==> src/rtl/lzssd_pkg.sv <==
`timescale 1ns / 1ps
// ----------------------------------------------------------------------------
// LZSS decoder package
// Shared constants and types of the LZSS stream decoder.
// ----------------------------------------------------------------------------
package lzssd_pkg;

    // Window geometry.
    localparam int WINDOW_DEPTH_DEF = 4096;
    localparam int CFG_W            = 12;

    // Reset value of the stream start position.
    localparam logic [CFG_W-1:0] START_RESET = 12'h0FEE;

    // Token coding.
    localparam logic [4:0] MIN_MATCH       = 5'd3;
    localparam logic [3:0] TOKENS_PER_FLAG = 4'd8;

    // Sequencer states.
    typedef enum logic [1:0] {
        ST_CLEAR,
        ST_IDLE,
        ST_COPY
    } state_t;

endpackage

==> src/rtl/lzssd_ctrl.sv <==
`timescale 1ns / 1ps
// ----------------------------------------------------------------------------
// LZSS decoder controller
// Token parser, window clearing pass, reference copy sequencer and the
// output register of the decoded byte stream.
// ----------------------------------------------------------------------------
module lzssd_ctrl #(
    parameter int DEPTH = lzssd_pkg::WINDOW_DEPTH_DEF,
    parameter int AW    = $clog2(DEPTH)
) (
    input  logic                       aclk,
    input  logic                       aresetn,
    // Configuration
    input  logic                       cfg_wr_en,
    input  logic [lzssd_pkg::CFG_W-1:0] cfg_wr_data,
    // Compressed input
    input  logic                       s_tvalid,
    output logic                       s_tready,
    input  logic [7:0]                 s_byte,
    input  logic                       s_new_stream,
    // Decoded output
    output logic                       m_tvalid,
    input  logic                       m_tready,
    output logic [7:0]                 m_byte,
    output logic                       m_last,
    // Window memory
    output logic                       ram_wr_en,
    output logic [AW-1:0]              ram_wr_addr,
    output logic [7:0]                 ram_wr_data,
    output logic                       ram_rd_en,
    output logic [AW-1:0]              ram_rd_addr,
    input  logic [7:0]                 ram_rd_data
);

    import lzssd_pkg::*;

    state_t           state_reg,     state_next;
    logic [AW-1:0]    clr_addr_reg,  clr_addr_next;
    logic [CFG_W-1:0] start_reg,     start_next;
    logic [AW-1:0]    wp_reg,        wp_next;
    logic [7:0]       flag_reg,      flag_next;
    logic [3:0]       tokens_reg,    tokens_next;
    logic             phase_reg,     phase_next;
    logic [7:0]       offlo_reg,     offlo_next;
    logic [AW-1:0]    src_reg,       src_next;
    logic [4:0]       remain_reg,    remain_next;
    logic             pend_reg,      pend_next;
    logic             pend_last_reg, pend_last_next;
    logic             out_valid_reg, out_valid_next;
    logic [7:0]       out_byte_reg,  out_byte_next;
    logic             out_last_reg,  out_last_next;

    logic             out_free;

    // State registers with reset.
    always_ff @(posedge aclk) begin
        if (!aresetn) begin
            state_reg     <= ST_CLEAR;
            clr_addr_reg  <= '0;
            start_reg     <= START_RESET;
            wp_reg        <= AW'(START_RESET);
            flag_reg      <= '0;
            tokens_reg    <= '0;
            phase_reg     <= 1'b0;
            offlo_reg     <= '0;
            remain_reg    <= '0;
            pend_reg      <= 1'b0;
            out_valid_reg <= 1'b0;
        end else begin
            state_reg     <= state_next;
            clr_addr_reg  <= clr_addr_next;
            start_reg     <= start_next;
            wp_reg        <= wp_next;
            flag_reg      <= flag_next;
            tokens_reg    <= tokens_next;
            phase_reg     <= phase_next;
            offlo_reg     <= offlo_next;
            remain_reg    <= remain_next;
            pend_reg      <= pend_next;
            out_valid_reg <= out_valid_next;
        end
    end

    // Payload registers.
    always_ff @(posedge aclk) begin
        src_reg       <= src_next;
        pend_last_reg <= pend_last_next;
        out_byte_reg  <= out_byte_next;
        out_last_reg  <= out_last_next;
    end

    assign out_free = !out_valid_reg || m_tready;

    // Next state, memory accesses and handshakes.
    always_comb begin
        logic [3:0]    tok;
        logic          ph;
        logic [AW-1:0] wp;

        state_next     = state_reg;
        clr_addr_next  = clr_addr_reg;
        start_next     = start_reg;
        wp_next        = wp_reg;
        flag_next      = flag_reg;
        tokens_next    = tokens_reg;
        phase_next     = phase_reg;
        offlo_next     = offlo_reg;
        src_next       = src_reg;
        remain_next    = remain_reg;
        pend_next      = pend_reg;
        pend_last_next = pend_last_reg;
        out_valid_next = out_valid_reg;
        out_byte_next  = out_byte_reg;
        out_last_next  = out_last_reg;

        ram_wr_en   = 1'b0;
        ram_wr_addr = wp_reg;
        ram_wr_data = ram_rd_data;
        ram_rd_en   = 1'b0;
        ram_rd_addr = src_reg;
        s_tready    = 1'b0;

        tok = tokens_reg;
        ph  = phase_reg;
        wp  = wp_reg;

        // The start position may change at any time; it is used at the next restart.
        if (cfg_wr_en) begin
            start_next = cfg_wr_data;
        end

        // The output register empties when the downstream side takes it.
        if (out_valid_reg && m_tready) begin
            out_valid_next = 1'b0;
        end

        case (state_reg)
            ST_CLEAR: begin
                // Zero the window, one entry per cycle.
                ram_wr_en     = 1'b1;
                ram_wr_addr   = clr_addr_reg;
                ram_wr_data   = '0;
                clr_addr_next = clr_addr_reg + 1'b1;
                if (clr_addr_reg == AW'(DEPTH - 1)) begin
                    state_next = ST_IDLE;
                end
            end

            ST_IDLE: begin
                s_tready = out_free;
                if (s_tvalid && out_free) begin
                    // A new stream reloads the pointer and expects a flag byte.
                    if (s_new_stream) begin
                        wp  = AW'(start_reg);
                        tok = '0;
                        ph  = 1'b0;
                    end
                    wp_next     = wp;
                    tokens_next = tok;
                    phase_next  = ph;

                    if (tok == '0) begin
                        flag_next   = s_byte;
                        tokens_next = TOKENS_PER_FLAG;
                        phase_next  = 1'b0;
                    end else if (!ph) begin
                        if (flag_reg[0]) begin
                            // Literal: store and emit it at once.
                            ram_wr_en      = 1'b1;
                            ram_wr_addr    = wp;
                            ram_wr_data    = s_byte;
                            wp_next        = wp + 1'b1;
                            out_valid_next = 1'b1;
                            out_byte_next  = s_byte;
                            out_last_next  = 1'b1;
                            flag_next      = flag_reg >> 1;
                            tokens_next    = tok - 1'b1;
                            phase_next     = 1'b0;
                        end else begin
                            // First byte of a reference holds the low offset.
                            offlo_next = s_byte;
                            phase_next = 1'b1;
                        end
                    end else begin
                        // Second byte of a reference starts the copy.
                        src_next    = AW'({s_byte[7:4], offlo_reg});
                        remain_next = {1'b0, s_byte[3:0]} + MIN_MATCH;
                        pend_next   = 1'b0;
                        state_next  = ST_COPY;
                        flag_next   = flag_reg >> 1;
                        tokens_next = tok - 1'b1;
                        phase_next  = 1'b0;
                    end
                end
            end

            ST_COPY: begin
                // Retire the pending fetched byte into the window and the output.
                if (pend_reg && out_free) begin
                    ram_wr_en      = 1'b1;
                    ram_wr_addr    = wp_reg;
                    ram_wr_data    = ram_rd_data;
                    wp_next        = wp_reg + 1'b1;
                    out_valid_next = 1'b1;
                    out_byte_next  = ram_rd_data;
                    out_last_next  = pend_last_reg;
                    pend_next      = 1'b0;
                end
                // Fetch the next source byte once the pending one can move on.
                if ((remain_reg != '0) && (!pend_reg || out_free)) begin
                    ram_rd_en      = 1'b1;
                    ram_rd_addr    = src_reg;
                    src_next       = src_reg + 1'b1;
                    remain_next    = remain_reg - 1'b1;
                    pend_next      = 1'b1;
                    pend_last_next = (remain_reg == 5'd1);
                end
                if ((remain_reg == '0) && (!pend_reg || out_free)) begin
                    state_next = ST_IDLE;
                end
            end

            default: begin
                state_next = ST_IDLE;
            end
        endcase
    end

    assign m_tvalid = out_valid_reg;
    assign m_byte   = out_byte_reg;
    assign m_last   = out_last_reg;

endmodule

==> config.mk <==
export PLATFORM = sky130hd
export DESIGN_NAME = lzssd_ctrl
export DESIGN_NICKNAME = d
export VERILOG_FILES = /design/src/rtl/lzssd_pkg.sv /design/src/rtl/lzssd_ctrl.sv
export SDC_FILE = /design/constraint.sdc
export NUM_CORES = 1
export LEC_CHECK = 0
export BUFFER_PORTS_ARGS = -buffer_cell sky130_fd_sc_hd__buf_2
export CELL_PAD_IN_SITES_DETAIL_PLACEMENT = 0
export CELL_PAD_IN_SITES_GLOBAL_PLACEMENT = 2
export CORE_ASPECT_RATIO = 1.5
export CORE_MARGIN = 3
export CORE_UTILIZATION = 38
export DETAILED_ROUTE_END_ITERATION = 10
export PLACE_DENSITY = 0.92
export SLEW_MARGIN = 20
export SYNTH_ARGS = -nofsm -noshare
export SYNTH_HDL_FRONTEND = slang
export SYNTH_SLANG_ARGS = --single-unit
==> constraint.sdc <==
create_clock -name aclk -period 7.66 [get_ports aclk]
set_clock_uncertainty 0.1 [all_clocks]
set_input_delay 0.766 -clock aclk [delete_from_list [all_inputs] [get_ports aclk]]
set_output_delay 0.766 -clock aclk [all_outputs]
set_load 0.02 [all_outputs]
After elaboration in Yosys (flattened, before gate mapping)
Index checks and enable logic that the tools add are counted.
{ "totals": {"wordCells": 148, "output_inout_bits": 45, "regBits": 88, "input_bits": 34} }
{ "op_classes": {"add_sub_neg": 7, "n_bitwise": 3, "eq_ne": 14, "n_reduce_logical": 24, "muxes": 84} }
{ "ops": {"columns": ["op", "count"], "rows": [
  ["$mux 12", 16],
  ["$mux 8", 12],
  ["$pmux 12 s2", 3],
  ["$add 12x1->12 const B", 4],
  ["$pmux 8 s2", 2],
  ["$mux 1", 30],
  ["$mux 4", 6],
  ["$mux 5", 4],
  ["$reduce_and 5->1", 4],
  ["$ne 2x2->1 const B", 9],
  ["$eq 12x12->1 const B", 1],
  ["$mux 2", 5],
  ["$pmux 5 s2", 1],
  ["$pmux 1 s2", 3],
  ["$pmux 2 s3", 1],
  ["$reduce_and 3->1", 2],
  ["$reduce_and 6->1", 1],
  ["$add 4x2->5 const B", 1],
  ["$eq 5x1->1 const B", 1],
  ["$logic_and 1x1->1", 5],
  ["$logic_not 5->1", 1],
  ["$reduce_bool 5->1", 1],
  ["$sub 5x1->5 const B", 1],
  ["$logic_not 4->1", 1],
  ["other kinds (12)", 17]
]} }

Depth between registers and ports, before layout
{ "logic_depth": {"ltp_word": 11, "depth_mapped": 13, "depth_no_buf": 7} }

Least setup slack after synthesis
Ideal clock, no wire load.
{ "synth_timing": {"kind": "input port to output port", "start": "input port s_new_stream", "end": "output port ram_wr_addr[3]", "arrival_time_ns": 3.060, "n_path_buf": 5, "setup_slack_ns": 3.734, "required_time_ns": 6.794, "stages": 12, "cell_sequence": "buf_6 buf_2 buf_2 inv_1 nand2_1 ha_1 buf_2 a211oi_4 buf_4 nand2_1 mux2i_1 o21ai_0"} }
{ "synth_between": {"elab_chain_cells": 8, "word_cells_on_any_way": 15, "cone_classes": "14 x mux; 1 x reduce/logical"} }
{ "synth_rtl": {"columns": ["item", "line_no", "rtl"], "rows": [
  ["start: declaration", "lzssd_ctrl.sv:20", "input logic s_new_stream,"],
  ["$mux 12", "lzssd_ctrl.sv:153", "if (s_new_stream) begin"],
  ["$mux 12", "lzssd_ctrl.sv:151", "if (s_tvalid && out_free) begin"],
  ["$mux 12", "lzssd_ctrl.sv:137", "case (state_reg)"],
  ["$mux 12", "lzssd_ctrl.sv:167", "if (flag_reg[0]) begin"],
  ["$mux 12", "lzssd_ctrl.sv:166", "end else if (!ph) begin"],
  ["$mux 12 *", "lzssd_ctrl.sv:162", "if (tok == '0) begin"],
  ["$mux 12 *", "lzssd_ctrl.sv:151", null],
  ["$pmux 12 s2 *", "lzssd_ctrl.sv:137", null],
  ["end: declaration", "lzssd_ctrl.sv:28", "output logic [AW-1:0] ram_wr_addr,"]
]} }
Mark *: on every way between the ends. The rest lies on a longest branch, timed or not. The select of a mux whose other input is x is not followed.

Final worst setup path
{ "layout_timing": {"start": "input port s_new_stream", "end": "output port ram_wr_addr[1]"} }
The elaborated chain is that of the path after synthesis.

==> run_results.csv <==
group,metric,value,unit
status,status,"finished, final reports clean",
finish,final_common_cell,"buf_2",
drt,detail-route-antenna-nets,0,
critical_path,crit_fanout,34,
cts,cts_tree,"built",
finish,multi_input_area,3138,sq um
sta,setup_viol,0,
cts,cts_resized,0,
yosys,synth_fa_ha_area_share,3.027,%
flow_run,maxCapViolCount,0,
cts,cts_buffers,9,
die,coreArea,13660,sq um
global_route,grt_usage,19.61,%
yosys,synth_cell_types,67,
critical_path,cp.arrival,3560,ps
drt,drc_errors,0,
sta,worstMarginPinSlew,991.4,ps
die,die_h,151.6,um
yosys,synth_area_per_cell,8.853,sq um
sta,period_share,57.73,%
finish,area_growth,13.41,%
critical_path,reg2reg_slack,4330,ps
drt,wl_per_cell,18.13,um
yosys,synth_top_family_by_area,"compound AO/OA/AOI/OAI gates",
sta,hold_violations,0,
sta,slew_violations,0,
placement,dp_cells,807,
die,num_io_pins,79,
placement,hpwl,11.13,mm
sta,setup_ws,3238,ps
drt,drt_iter0_drc,180,
critical_path,rr_startpoint,"state_reg[1]",
critical_path,crit_chain,"buf_2, inv_1, nand2_1, ha_1, a211oi_4, a21oi_2, a222oi_1, inv_1, buf_2",
critical_path,critPathTopFamily,"compound AO/OA/AOI/OAI gates",
yosys,yosys_register_bits,88,
yosys,synth_edf_count,22,
yosys,syn_inst,607,
finish,final_cell_mix,"buf_2, dfxtp_1, nand2_1, nor2_1, mux2i_1",
worst_hold_path,worstHoldPathType,"register to register",
finish,drive_above_1_share,18.31,%
yosys,yosys_warnings,0,
drt,drt-total-wl,14.92,mm
yosys,synth_compound_area_share,20.68,%
sta,hold_ws,378.3,ps
finish,instances_no_fill,823,
finish,antennaDiodeCount,0,
die,die_area,15630,sq um
cts,post_cts_buffers,0,
placement,place_ws,3274,ps
global_route,grt_max_degree,71,
cts,clock_latency,340,ps
finish,final_area,6095,sq um
placement,gp_congestion,0.8979,
sta,rsz0062_at_grt,"false",
yosys,ys.flop_type,"dfxtp_1",
pwr,vdd_drop_max,108.4,uV
finish,final_core_utilization,44.61,%
die,rows,52,
critical_path,critical_path_buf_inv_count,4,
global_route,grt_pass1_vias,4662,
worst_hold_path,worst_hold_path.endpoint,"start_reg[10]",
yosys,netlist_area,5374,sq um
yosys,synth_simple_gate_area_share,20.23,%
worst_hold_path,min_from,"start_reg[10]",
placement,place_area,5796,sq um
die,initial_core_util,39.33,%
critical_path,rr_worst_depth,7,
cts,clock_path_buffers,2,
finish,fill_cells,1363,
critical_path,worstPathRequired,6790,ps
yosys,synthMuxAreaShare,9.197,%
finish,finalNetCount,703,
finish,seqCellArea,1982,sq um
sta,fin_tns_setup,0,ps
global_route,antenna_found_initial,0,
cts,htree_levels,3,
sta,relSlewSlack,33.55,%
critical_path,cp-end-kind,"output port",
die,die_x,103.1,um
cts,cts_hold_buf,0,
yosys,async_reset_ff_share,0,%
placement,io_buffers,78,
drt,num_vias,4786,
drt,firstDrtPassIters,5,
cts,cts-root-buf,"clkbuf_16",
critical_path,critPathLaunchType,"input pin",
critical_path,slowest_delay,770,ps
sta,finalCriticalPeriod,4422,ps
yosys,synth_xor_xnor_area_share,5.215,%
critical_path,slowest_stage,"a211oi_4",
pwr,power.density,162.1,nW/um^2
cts,clk_pin_slew,60,ps
critical_path,r2r-end,"wp_reg[5]",
global_route,gr-total-overflow,0,
yosys,seq_area_frac_synth,36.88,%
drt,routed_via_density,5.815,
pwr,power.total,0.9881,mW
critical_path,path_class,"input pin to output port",
global_route,grt_pass1_wl,23.76,mm
worst_hold_path,whs_path_depth,2,
cts,cts.sinks,88,
pwr,leakagePower,2.488,nW
sta,max_freq,226.1,MHz
yosys,syn-num-nets,654,
==> worst min-delay path: stages, from the launching register on <==
cell     delay [ps]
dfxtp_1         330
mux2i_1          70
nand2_1          50
==> where the power goes <==
part	internal [mW]	leakage [nW]	switching (mW)
clock	0.255	0.139	0.187
sequential	0.480	0.749	0.00607
combinational	0.0263	1.60	0.0344
total	0.761	2.49	0.228
==> cells in the mapped netlist, types with 3 or more instances <==
cell type	count	area (sq um)
edfxtp_1	22	660.6
mux2i_1	37	370.4
a221o_1	3	30.03
xor2_1	15	131.4
dfxtp_1	66	1321
a22oi_1	8	60.06
buf_1	6	22.52
a22o_1	6	52.55
a21boi_0	6	45.04
mux2_2	11	123.9
nand3_1	25	125.1
nor2b_1	19	118.9
nand2_1	53	198.9
ha_1	13	162.7
or3_1	5	31.28
o211a_1	8	80.08
nand3b_1	3	22.52
nand4_1	15	93.84
o31ai_1	3	22.52
o22ai_1	6	37.54
xnor2_1	17	148.9
a21o_1	6	45.04
and2_1	17	106.4
o211ai_1	3	22.52
nor3_1	14	70.07
a211oi_1	3	22.52
inv_1	18	67.56
a211o_1	3	26.28
and3_1	6	37.54
o21ai_0	34	170.2
nand2b_1	8	50.05
buf_2	7	35.03
a21oi_1	33	165.2
clkbuf_1	25	93.84
nor2_1	38	142.6
==> layout make-up <==
cell class	count	share of cell area, %
sequential	88	32.52
multi-input combinational	459	51.49
clock inverter	6	1.109
tap	162	3.326
clock buffer	10	3.757
timing repair buffer	80	6.693
inverter	18	1.109
==> how the worst max path moves through the flow <==
stage / from / end / slack [ps] / depth (start not counted)
floorplan: s_new_stream / ram_wr_addr[3] / 3730 / 12
global placement: s_new_stream / ram_wr_addr[1] / 3310 / 9
detailed placement: s_new_stream / ram_wr_addr[1] / 3270 / 9
CTS: s_new_stream / ram_wr_addr[1] / 3280 / 9
global route: s_new_stream / ram_wr_addr[1] / 3000 / 9
finish: s_new_stream / ram_wr_addr[1] / 3240 / 9
==> layer usage <==
metal	wire length (um)	GRT usage (%)
met1	5892	22.24
met2	7631	34.90
met3	770	2.519
met4	629	10.63
met5	0	0
==> kinds of logic (layout without fill, tap and decap cells) <==
| kind of cell | after synthesis | after routing |
|---|---|---|
| AOI/OAI and AO/OA | 152 | 152 |
| muxes | 48 | 48 |
| and+or+nand+nor | 214 | 214 |
| adders and majority gates | 13 | 13 |
| xor gates and xnor gates | 32 | 32 |
| DFF | 88 | 88 |
| buffers and inverters | 60 | 114 |
Power figures use the tool's default switching activity.
